`src/hdl/des_pkg.sv`:
```
`timescale 1ns / 1ps
// Shared types and constants of the directory entry scanner.
// No dependencies; imported by every module of the block.
package des_pkg;

   // configuration register indexes
   localparam logic [2:0] CSR_SCAN_MODE      = 3'd0;
   localparam logic [2:0] CSR_ARCHIVE_SIZE   = 3'd1;
   localparam logic [2:0] CSR_PRIMARY_NAME   = 3'd2;
   localparam logic [2:0] CSR_SECONDARY_NAME = 3'd3;
   localparam logic [2:0] CSR_FLAT_ORDINAL   = 3'd4;

   // scan modes
   localparam logic [2:0] MODE_FIND_LUMP   = 3'd0;
   localparam logic [2:0] MODE_FIND_MAP    = 3'd1;
   localparam logic [2:0] MODE_MAP_LUMP    = 3'd2;
   localparam logic [2:0] MODE_GET_FLAT    = 3'd3;
   localparam logic [2:0] MODE_COUNT_FLATS = 3'd4;

   // result status codes
   localparam logic [1:0] ST_FOUND     = 2'd0;
   localparam logic [1:0] ST_NOT_FOUND = 2'd1;
   localparam logic [1:0] ST_OOB       = 2'd2;

   // marker names, eight bytes zero padded, byte 0 lowest
   localparam logic [63:0] NAME_F_START = 64'h0054_5241_5453_5F46;
   localparam logic [63:0] NAME_F_END   = 64'h0000_0044_4E45_5F46;

   // result queue between front and back
   localparam int QUEUE_DEPTH = 4;

   typedef struct packed {
      logic [31:0] flat_total;
      logic [63:0] found_name;
      logic [31:0] found_size;
      logic [31:0] found_offset;
      logic [31:0] found_index;
      logic [1:0]  status;
   } result_type;

   typedef struct packed {
      logic       push;
      result_type res;
   } push_type;

endpackage

```
`src/hdl/des_front.sv`:
```
`timescale 1ns / 1ps
// Front end: configuration registers, entry classification and scan state.
// Depends on des_pkg; pushes at most one result per accepted entry.
module des_front #(
   parameter int MAP_WINDOW = 11,
   parameter int FLAT_BYTES = 4096
) (
   input  logic               clock,
   input  logic               reset,
   input  logic               csr_wen,
   input  logic [2:0]         csr_index,
   input  logic [63:0]        csr_wdata,
   input  logic               entry_accept,
   input  logic [31:0]        entry_offset,
   input  logic [31:0]        entry_size,
   input  logic [63:0]        entry_name,
   input  logic               last_entry,
   output des_pkg::push_type  push_out
);
   import des_pkg::*;

   localparam logic [31:0] WINDOW_LEN = 32'(MAP_WINDOW);
   localparam logic [31:0] FLAT_LEN   = 32'(FLAT_BYTES);

   logic [2:0]  scan_mode_ff;
   logic [31:0] archive_size_ff;
   logic [63:0] primary_name_ff;
   logic [63:0] secondary_name_ff;
   logic [31:0] flat_ordinal_ff;

   logic [31:0] entry_counter_ff, entry_counter_in;
   logic        inside_flats_ff, inside_flats_in;
   logic        marker_seen_ff, marker_seen_in;
   logic [31:0] marker_index_ff, marker_index_in;
   logic [31:0] flats_seen_ff, flats_seen_in;
   logic        scan_done_ff, scan_done_in;

   logic        prim_hit, sec_hit, fstart_hit, fend_hit;
   logic        lump_ok, flat_ok, in_window;
   logic [31:0] marker_gap;
   logic        hit;
   result_type  res;

   // configuration writes
   always_ff @(posedge clock) begin
      if (reset) begin
         scan_mode_ff      <= MODE_FIND_LUMP;
         archive_size_ff   <= '0;
         primary_name_ff   <= '0;
         secondary_name_ff <= '0;
         flat_ordinal_ff   <= '0;
      end else if (csr_wen) begin
         case (csr_index)
            CSR_SCAN_MODE:      scan_mode_ff      <= csr_wdata[2:0];
            CSR_ARCHIVE_SIZE:   archive_size_ff   <= csr_wdata[31:0];
            CSR_PRIMARY_NAME:   primary_name_ff   <= csr_wdata;
            CSR_SECONDARY_NAME: secondary_name_ff <= csr_wdata;
            CSR_FLAT_ORDINAL:   flat_ordinal_ff   <= csr_wdata[31:0];
            default: ;
         endcase
      end
   end

   // per-entry compares and bounds checks
   assign prim_hit   = (entry_name == primary_name_ff);
   assign sec_hit    = (entry_name == secondary_name_ff);
   assign fstart_hit = (entry_name == NAME_F_START);
   assign fend_hit   = (entry_name == NAME_F_END);
   assign lump_ok    = (entry_size <= archive_size_ff) &&
                       (entry_offset <= archive_size_ff - entry_size);
   assign flat_ok    = (entry_size == FLAT_LEN) && (FLAT_LEN <= archive_size_ff) &&
                       (entry_offset <= archive_size_ff - FLAT_LEN);
   assign marker_gap = entry_counter_ff - marker_index_ff;
   assign in_window  = (marker_gap != '0) && (marker_gap <= WINDOW_LEN);

   // decision and next scan state
   always_comb begin
      hit              = 1'b0;
      res              = '0;
      res.found_index  = entry_counter_ff;
      inside_flats_in  = inside_flats_ff;
      marker_seen_in   = marker_seen_ff;
      marker_index_in  = marker_index_ff;
      flats_seen_in    = flats_seen_ff;
      scan_done_in     = scan_done_ff;
      entry_counter_in = entry_counter_ff;

      if (entry_accept) begin
         if (!scan_done_ff) begin
            case (scan_mode_ff)
               MODE_FIND_LUMP: begin
                  if (prim_hit) begin
                     hit              = 1'b1;
                     res.status       = lump_ok ? ST_FOUND : ST_OOB;
                     res.found_offset = entry_offset;
                     res.found_size   = entry_size;
                     res.found_name   = entry_name;
                  end
               end
               MODE_FIND_MAP: begin
                  if (prim_hit) begin
                     hit              = 1'b1;
                     res.status       = ST_FOUND;
                     res.found_offset = entry_offset;
                     res.found_size   = entry_size;
                     res.found_name   = entry_name;
                  end
               end
               MODE_MAP_LUMP: begin
                  if (!marker_seen_ff) begin
                     if (prim_hit) begin
                        marker_seen_in  = 1'b1;
                        marker_index_in = entry_counter_ff;
                     end
                  end else if (in_window && sec_hit) begin
                     hit              = 1'b1;
                     res.status       = lump_ok ? ST_FOUND : ST_OOB;
                     res.found_offset = entry_offset;
                     res.found_size   = entry_size;
                     res.found_name   = entry_name;
                  end else if (!in_window || marker_gap == WINDOW_LEN) begin
                     hit        = 1'b1;
                     res.status = ST_NOT_FOUND;
                  end
               end
               MODE_GET_FLAT, MODE_COUNT_FLATS: begin
                  priority if (fstart_hit) begin
                     inside_flats_in = 1'b1;
                  end else if (fend_hit) begin
                     hit = 1'b1;
                     if (scan_mode_ff == MODE_COUNT_FLATS) begin
                        res.status     = ST_FOUND;
                        res.flat_total = flats_seen_ff;
                     end else begin
                        res.status = ST_NOT_FOUND;
                     end
                  end else if (inside_flats_ff && flat_ok) begin
                     if (scan_mode_ff == MODE_GET_FLAT && flats_seen_ff == flat_ordinal_ff) begin
                        hit              = 1'b1;
                        res.status       = ST_FOUND;
                        res.found_offset = entry_offset;
                        res.found_size   = entry_size;
                        res.found_name   = entry_name;
                     end else begin
                        flats_seen_in = flats_seen_ff + 32'd1;
                     end
                  end
               end
               default: ;
            endcase

            // undecided at the last entry
            if (!hit && last_entry) begin
               hit = 1'b1;
               if (scan_mode_ff == MODE_COUNT_FLATS) begin
                  res.status     = ST_FOUND;
                  res.flat_total = flats_seen_in;
               end else begin
                  res.status = ST_NOT_FOUND;
               end
            end
            if (hit) begin
               scan_done_in = 1'b1;
            end
         end

         // end of directory clears the scan
         if (last_entry) begin
            entry_counter_in = '0;
            inside_flats_in  = 1'b0;
            marker_seen_in   = 1'b0;
            marker_index_in  = '0;
            flats_seen_in    = '0;
            scan_done_in     = 1'b0;
         end else begin
            entry_counter_in = entry_counter_ff + 32'd1;
         end
      end
   end

   always_ff @(posedge clock) begin
      if (reset) begin
         entry_counter_ff <= '0;
         inside_flats_ff  <= 1'b0;
         marker_seen_ff   <= 1'b0;
         marker_index_ff  <= '0;
         flats_seen_ff    <= '0;
         scan_done_ff     <= 1'b0;
      end else begin
         entry_counter_ff <= entry_counter_in;
         inside_flats_ff  <= inside_flats_in;
         marker_seen_ff   <= marker_seen_in;
         marker_index_ff  <= marker_index_in;
         flats_seen_ff    <= flats_seen_in;
         scan_done_ff     <= scan_done_in;
      end
   end

   assign push_out.push = hit;
   assign push_out.res  = res;

endmodule

```
`src/hdl/des_queue.sv`:
```
`timescale 1ns / 1ps
// Short result queue between the front end and the output stage.
// Depends on des_pkg for the result type and depth.
module des_queue (
   input  logic                clock,
   input  logic                reset,
   input  des_pkg::push_type   push_in,
   input  logic                pop,
   output logic                full,
   output logic                empty,
   output des_pkg::result_type head
);
   import des_pkg::*;

   localparam int PTR_W = $clog2(QUEUE_DEPTH);

   result_type         slots_ff [QUEUE_DEPTH];
   logic [PTR_W-1:0]   wr_ptr_ff, rd_ptr_ff;
   logic [PTR_W:0]     count_ff, count_in;

   assign full  = (count_ff == (PTR_W+1)'(QUEUE_DEPTH));
   assign empty = (count_ff == '0);
   assign head  = slots_ff[rd_ptr_ff];

   // storage, no reset on payload
   always_ff @(posedge clock) begin
      if (push_in.push) begin
         slots_ff[wr_ptr_ff] <= push_in.res;
      end
   end

   always_comb begin
      count_in = count_ff;
      if (push_in.push && !pop) begin
         count_in = count_ff + (PTR_W+1)'(1);
      end else if (!push_in.push && pop) begin
         count_in = count_ff - (PTR_W+1)'(1);
      end
   end

   always_ff @(posedge clock) begin
      if (reset) begin
         wr_ptr_ff <= '0;
         rd_ptr_ff <= '0;
         count_ff  <= '0;
      end else begin
         if (push_in.push) begin
            wr_ptr_ff <= wr_ptr_ff + PTR_W'(1);
         end
         if (pop) begin
            rd_ptr_ff <= rd_ptr_ff + PTR_W'(1);
         end
         count_ff <= count_in;
      end
   end

endmodule

```
`src/hdl/des_back.sv`:
```
`timescale 1ns / 1ps
// Output stage: pulls results from the queue into the response register.
// Depends on des_pkg for the result type.
module des_back (
   input  logic                clock,
   input  logic                reset,
   input  logic                q_empty,
   input  des_pkg::result_type q_head,
   output logic                q_pop,
   output logic                rsp_tvalid,
   input  logic                rsp_tready,
   output logic [199:0]        rsp_tdata
);
   import des_pkg::*;

   logic       valid_ff;
   result_type data_ff;

   // refill when the register is empty or its beat is taken
   assign q_pop = !q_empty && (!valid_ff || rsp_tready);

   always_ff @(posedge clock) begin
      if (reset) begin
         valid_ff <= 1'b0;
      end else if (q_pop) begin
         valid_ff <= 1'b1;
      end else if (rsp_tready) begin
         valid_ff <= 1'b0;
      end
   end

   always_ff @(posedge clock) begin
      if (q_pop) begin
         data_ff <= q_head;
      end
   end

   assign rsp_tvalid = valid_ff;
   assign rsp_tdata  = {6'd0, data_ff.flat_total, data_ff.found_name, data_ff.found_size,
                        data_ff.found_offset, data_ff.found_index, data_ff.status};

endmodule

```
`src/hdl/directory_entry_scanner_top.sv`:
```
`timescale 1ns / 1ps
// Directory entry scanner: scans an archive directory, one 16-byte entry a beat.
// Top level; instantiates des_front, des_queue and des_back; uses des_pkg.
//
// Usage:
//  - Configure scan mode, archive size, names and flat ordinal through the
//    csr_ write port while the block is idle (one register per cycle).
//  - Stream directory entries on req_; req_tlast marks the final entry.
//  - Each scan yields at most one response beat on rsp_; further entries of
//    that directory are consumed without a result until req_tlast.
// Throughput: one entry per cycle while req_tready is high; the front end
//  decides each entry combinationally (64-bit name compares and a 32-bit bounds subtract).
// Path: the deciding entry is written into the queue, then moved into the
//  response register that drives rsp_tvalid.
// Stall: results wait in a four-deep queue plus the response register;
//  req_tready drops only while the queue is full.
// Reset: synchronous; clears control and configuration registers to zero (not
//  queue slots or response data), empties the queue and zeroes the entry index.
module directory_entry_scanner_top #(
   parameter int MAP_WINDOW = 11,
   parameter int FLAT_BYTES = 4096
) (
   input  logic         clock,
   input  logic         reset,
   // configuration
   input  logic         csr_wen,
   input  logic [2:0]   csr_index,
   input  logic [63:0]  csr_wdata,
   // entry beats
   input  logic         req_tvalid,
   output logic         req_tready,
   input  logic [127:0] req_tdata,  // entry_offset[31:0], entry_size[63:32],
                                    // entry_name[127:64]
   input  logic         req_tlast,  // last_entry
   // result beats
   output logic         rsp_tvalid,
   input  logic         rsp_tready,
   output logic [199:0] rsp_tdata   // status[1:0], found_index[33:2],
                                    // found_offset[65:34], found_size[97:66],
                                    // found_name[161:98], flat_total[193:162]
);
   import des_pkg::*;

   logic       q_full, q_empty, q_pop;
   logic       entry_accept;
   push_type   push;
   result_type q_head;

   assign req_tready   = !q_full;
   assign entry_accept = req_tvalid && req_tready;

   des_front #(
      .MAP_WINDOW (MAP_WINDOW),
      .FLAT_BYTES (FLAT_BYTES)
   ) u_front (
      .clock        (clock),
      .reset        (reset),
      .csr_wen      (csr_wen),
      .csr_index    (csr_index),
      .csr_wdata    (csr_wdata),
      .entry_accept (entry_accept),
      .entry_offset (req_tdata[31:0]),
      .entry_size   (req_tdata[63:32]),
      .entry_name   (req_tdata[127:64]),
      .last_entry   (req_tlast),
      .push_out     (push)
   );

   des_queue u_queue (
      .clock   (clock),
      .reset   (reset),
      .push_in (push),
      .pop     (q_pop),
      .full    (q_full),
      .empty   (q_empty),
      .head    (q_head)
   );

   des_back u_back (
      .clock      (clock),
      .reset      (reset),
      .q_empty    (q_empty),
      .q_head     (q_head),
      .q_pop      (q_pop),
      .rsp_tvalid (rsp_tvalid),
      .rsp_tready (rsp_tready),
      .rsp_tdata  (rsp_tdata)
   );

endmodule
```
`config.mk`:
```
export PLATFORM = sky130hd
export DESIGN_NAME = directory_entry_scanner_top
export DESIGN_NICKNAME = d
export VERILOG_FILES = /design/src/hdl/des_pkg.sv /design/src/hdl/des_front.sv /design/src/hdl/des_queue.sv /design/src/hdl/des_back.sv /design/src/hdl/directory_entry_scanner_top.sv
export SDC_FILE = /design/constraint.sdc
export NUM_CORES = 2
export LEC_CHECK = 0
export BUFFER_PORTS_ARGS = -buffer_cell sky130_fd_sc_hd__buf_4
export CAP_MARGIN = 20
export CORE_AREA = 3 3 253 504
export DETAILED_ROUTE_END_ITERATION = 12
export DIE_AREA = 0 0 256 507
export PLACE_DENSITY = 0.74
export SYNTH_ARGS = -nofsm -noshare
export SYNTH_HDL_FRONTEND = slang
export SYNTH_SLANG_ARGS = --single-unit
```
`constraint.sdc`:
```
create_clock -name clock -period 18.8 [get_ports clock]
set_input_delay 3.76 -clock clock [delete_from_list [all_inputs] [get_ports clock]]
set_output_delay 3.76 -clock clock [all_outputs]
set_load 0.005 [all_outputs]
```
==> results.md <==
- Core area: 124,300 µm²
- Critical Path Source Type: primary input
- Critical-path top delay cell: and2_4
- Initial cell density of the core: 44.74%
- Routed met1 length: 60,030 µm
- Total CTS buffers: 108
- Final min period: approximately 8.3 ns
- Total power: 0.007418 W
- Dominant cell type by count on the critical path: buf_4
- Setup Viol. Count Final: 0
- Fmax: 120.1 MHz
- Share of cells above drive strength 1: 21.07%
- Top FF cell, synth: edfxtp_1
- Unrepaired setup endpoints after global routing: no
- R2R Path Start: u_front.archive_size_ff[13]
- Reg clk slew, reported paths: 0.07 ns
- Fin nets: roughly 4,800
- Worst path bufs/invs: 2
- Yosys top cell area share: approximately 52%
- H-tree lvl count: 3
- Ranking of synthesized cells by area: edfxtp_1 52%, dfxtp_1 11%, mux4_2 7.9%, nand2_1 3.6%, a21oi_1 3.1%
- Ys async rst share: 0%
- Reg2Reg Depth: 18
- Levels on crit path: 12
- Fill count: 10,460
- Static Leak: 22.52 nW
- Crit path largest cell delay: around 0.84 ns
- Sequential area share after synthesis: 63.24%
- Routed met3 length: 11,570 µm
- Vias: 36,270
- Placer Congestion: between 0.9 and 1
- GRT overflow: 0
- # Post-CTS Setup Buffers: 0
- Die height: 507 µm
- Vias/cell: ~5.8
- Die width: 256 µm
- Overall global routing resource usage: 25.70%
- Final hold vios: 0
- Reg area: 35,180 µm²
- Setup TNS: 0 ns
- Top Layer Used: met5
- Area Growth Syn to Fin: 15.07%
- Pins over their slew limit: 0
- Period utilisation layout: 44.30%
- Mapped Cells: 4,092
- Skew final: 0.03866 ns
- Met2 WL: roughly 85,000 µm
- Top-count cell post-synth: edfxtp_1
- Max rail drop VDD: 0.2933 mV
- Clock tree from TritonCTS: done
- Synthesized flop and latch total: ~1,300
- Status: complete, no violations
- Min-Delay Path Depth: 2
- Max-Cap Viols: 0
- Multi-input gate area: 19,130 µm²
- Critical path capture point type: register
- Top cells by count, synth: 970 x edfxtp_1, 530 x nand2_1, 343 x a21oi_1
- Post-synthesis cell type count: 82
- Fin util: 51.48%
- Synth warnings: 0
- # resized after CTS: 0
- Crit-path leading delay family: simple AND/OR/NAND/NOR gates
- Rows: roughly 180
- IO Port Bufs: 396
- Syn_area_per_cell: 13.59 µm²
- Pre-antenna DRT Iters: 8
- Worst Hold End: u_front.primary_name_ff[14]
- Final ANT Viol Nets: 0
- Setup CP Type: in2reg
- Latest clock arrival within the worst-skew pair: 0.74 ns
- # hold bufs at CTS: 0
- Clock Path Buffers: 3
- Worst Hold Class: reg2reg
- Slew of the pin with the lowest slew margin: around 1.3 ns
- Yosys top cell by area: edfxtp_1
- Crit path max fanout: 56
- Antenna violations before repair: 27
- Pre-CTS WS: 9.705 ns
- Crit-path cells: buf_4 -> xor2_1 -> nor4_1 -> nand4_1 -> or4_1 -> or3_1 -> and3_1 -> nand2_1 -> a211oi_1 -> a21oi_1 -> and2_4 -> buf_4
- Worst Path Required: 19.13 ns
- Hold path startpoint: u_front.primary_name_ff[14]
- Num ports: 403
- Residual DRC: 0
- Worst reg2reg path endpoint: u_queue.slots_ff[3][135]
- Routed len/inst: 27.29 µm
- Vias in the first global route: 36,230
- Root Buffer: clkbuf_16
- R2r setup slk: 12.52 ns
- Drt total wl: ~170,000 µm
- EDFF count, synth: 970
- Worst EP arrival: roughly 8.7 ns
- Area of the mapped netlist: 55,620 µm²
- Worst setup margin: 10.47 ns
- Sink Count: 1,272
- First-pass GRT wire length: 244,200 µm
- Die Footprint: 129,800 µm²
- Hold WS: 0.4673 ns
- DRT iter0 DRCs: around 3,000
- Largest net degree at the start of global routing: 136
- Hpwl dp: 122,300 µm
- Power per cell area: 115.9 nW/µm²
- Slew HR: approximately 14%
[worst register-to-register path: cells and delay by family (launching register included)]
kind                       cells  cell delay (ns)
AOI/OAI and AO/OA              8             2.02
and+or+nand+nor                5             1.83
buffers and inverters          2             0.96
adders and majority gates      2             0.48
DFF                            1             0.42
xor gates and xnor gates       1             0.11
[area by class of cell]
cell class	instances	share of cell area (%)
antenna	18	0.07038
clock buffer	125	4.500
clock inverter	79	1.357
inverter	113	0.6627
multi-input combinational	2490	29.89
sequential	1272	54.97
tap	1665	3.255
timing repair buffer	445	5.296
[cells by family (layout without fill, tap and decap cells)]
family | Yosys count | after routing | synth area share [%]
fa+ha+maj | 139 | 139 | 3.167
other cells | 1 | 24 | 0.006742
buf+inv | 335 | 762 | 2.508
flops | 1272 | 1272 | 63.24
simple gates | 1217 | 1217 | 11.66
compound gates | 664 | 664 | 7.248
xor+xnor | 253 | 253 | 3.984
mux | 211 | 211 | 8.188
[sequential cells by signal, summed over array words and instances, names as in the netlist]
register                   count
u_front.inside_flats_ff        1
u_front.flats_seen_ff         32
u_front.flat_ordinal_ff       32
u_back.rsp_tdata             194
u_queue.rd_ptr_ff              2
u_front.archive_size_ff       32
u_front.scan_mode_ff           3
u_queue.slots_ff             776
u_front.marker_seen_ff         1
u_front.secondary_name_ff     64
u_queue.wr_ptr_ff              2
u_queue.count_ff               3
u_front.scan_done_ff           1
u_front.primary_name_ff       64
u_front.marker_index_ff       32
u_front.entry_counter_ff      32
u_back.rsp_tvalid              1
[layout by cell type (no fill, tap or decap), types with 66 or more instances in the layout]
cell	instances
nand4_1	77
xnor2_1	146
o21ai_0	69
clkbuf_16	111
dfxtp_1	300
ha_1	136
buf_4	441
nor3_1	66
xor2_1	107
nor2_1	154
inv_1	113
nor3b_2	88
mux4_2	195
a21oi_1	341
nand2_1	529
edfxtp_1	970
[power by group]
group          leakage, nW  internal [W]  switching [W]  total [W]
clock                 1.80       0.00128        0.00107    0.00235
combinational         8.68      0.000671       0.000780    0.00145
sequential            12.0       0.00345       0.000164    0.00361
total                 22.5       0.00540        0.00201    0.00742
[through the flow]
stage	cell area (µm²)	instances
4_1_cts	63930	6188
6_report	64000	6207
5_1_grt	63960	6190
2_1_floorplan	55640	4097
3_5_place_dp	60180	5984
3_3_place_gp	60170	5982
[worst max-delay path by stage]
stage / slack (ns) / to / start
5_1_grt: 10.39 / u_queue.slots_ff[3][135] / req_tdata[94]
4_1_cts: 10.47 / u_queue.slots_ff[3][141] / req_tdata[94]
2_1_floorplan: 3.84 / u_queue.count_ff[2] / rsp_tready
3_3_place_gp: 9.74 / u_queue.slots_ff[3][151] / req_tdata[94]
3_5_place_dp: 9.71 / u_queue.slots_ff[3][151] / req_tdata[94]
6_report: 10.47 / u_queue.slots_ff[3][135] / req_tdata[94]
[metal layers]
layer  track usage (%)  vias up
met3             5.019      451
li1                  -    16090
met5                 0        -
met2             44.73     1552
met4             15.86       18
met1             29.14    18170
Power figures use the tool's default switching activity.
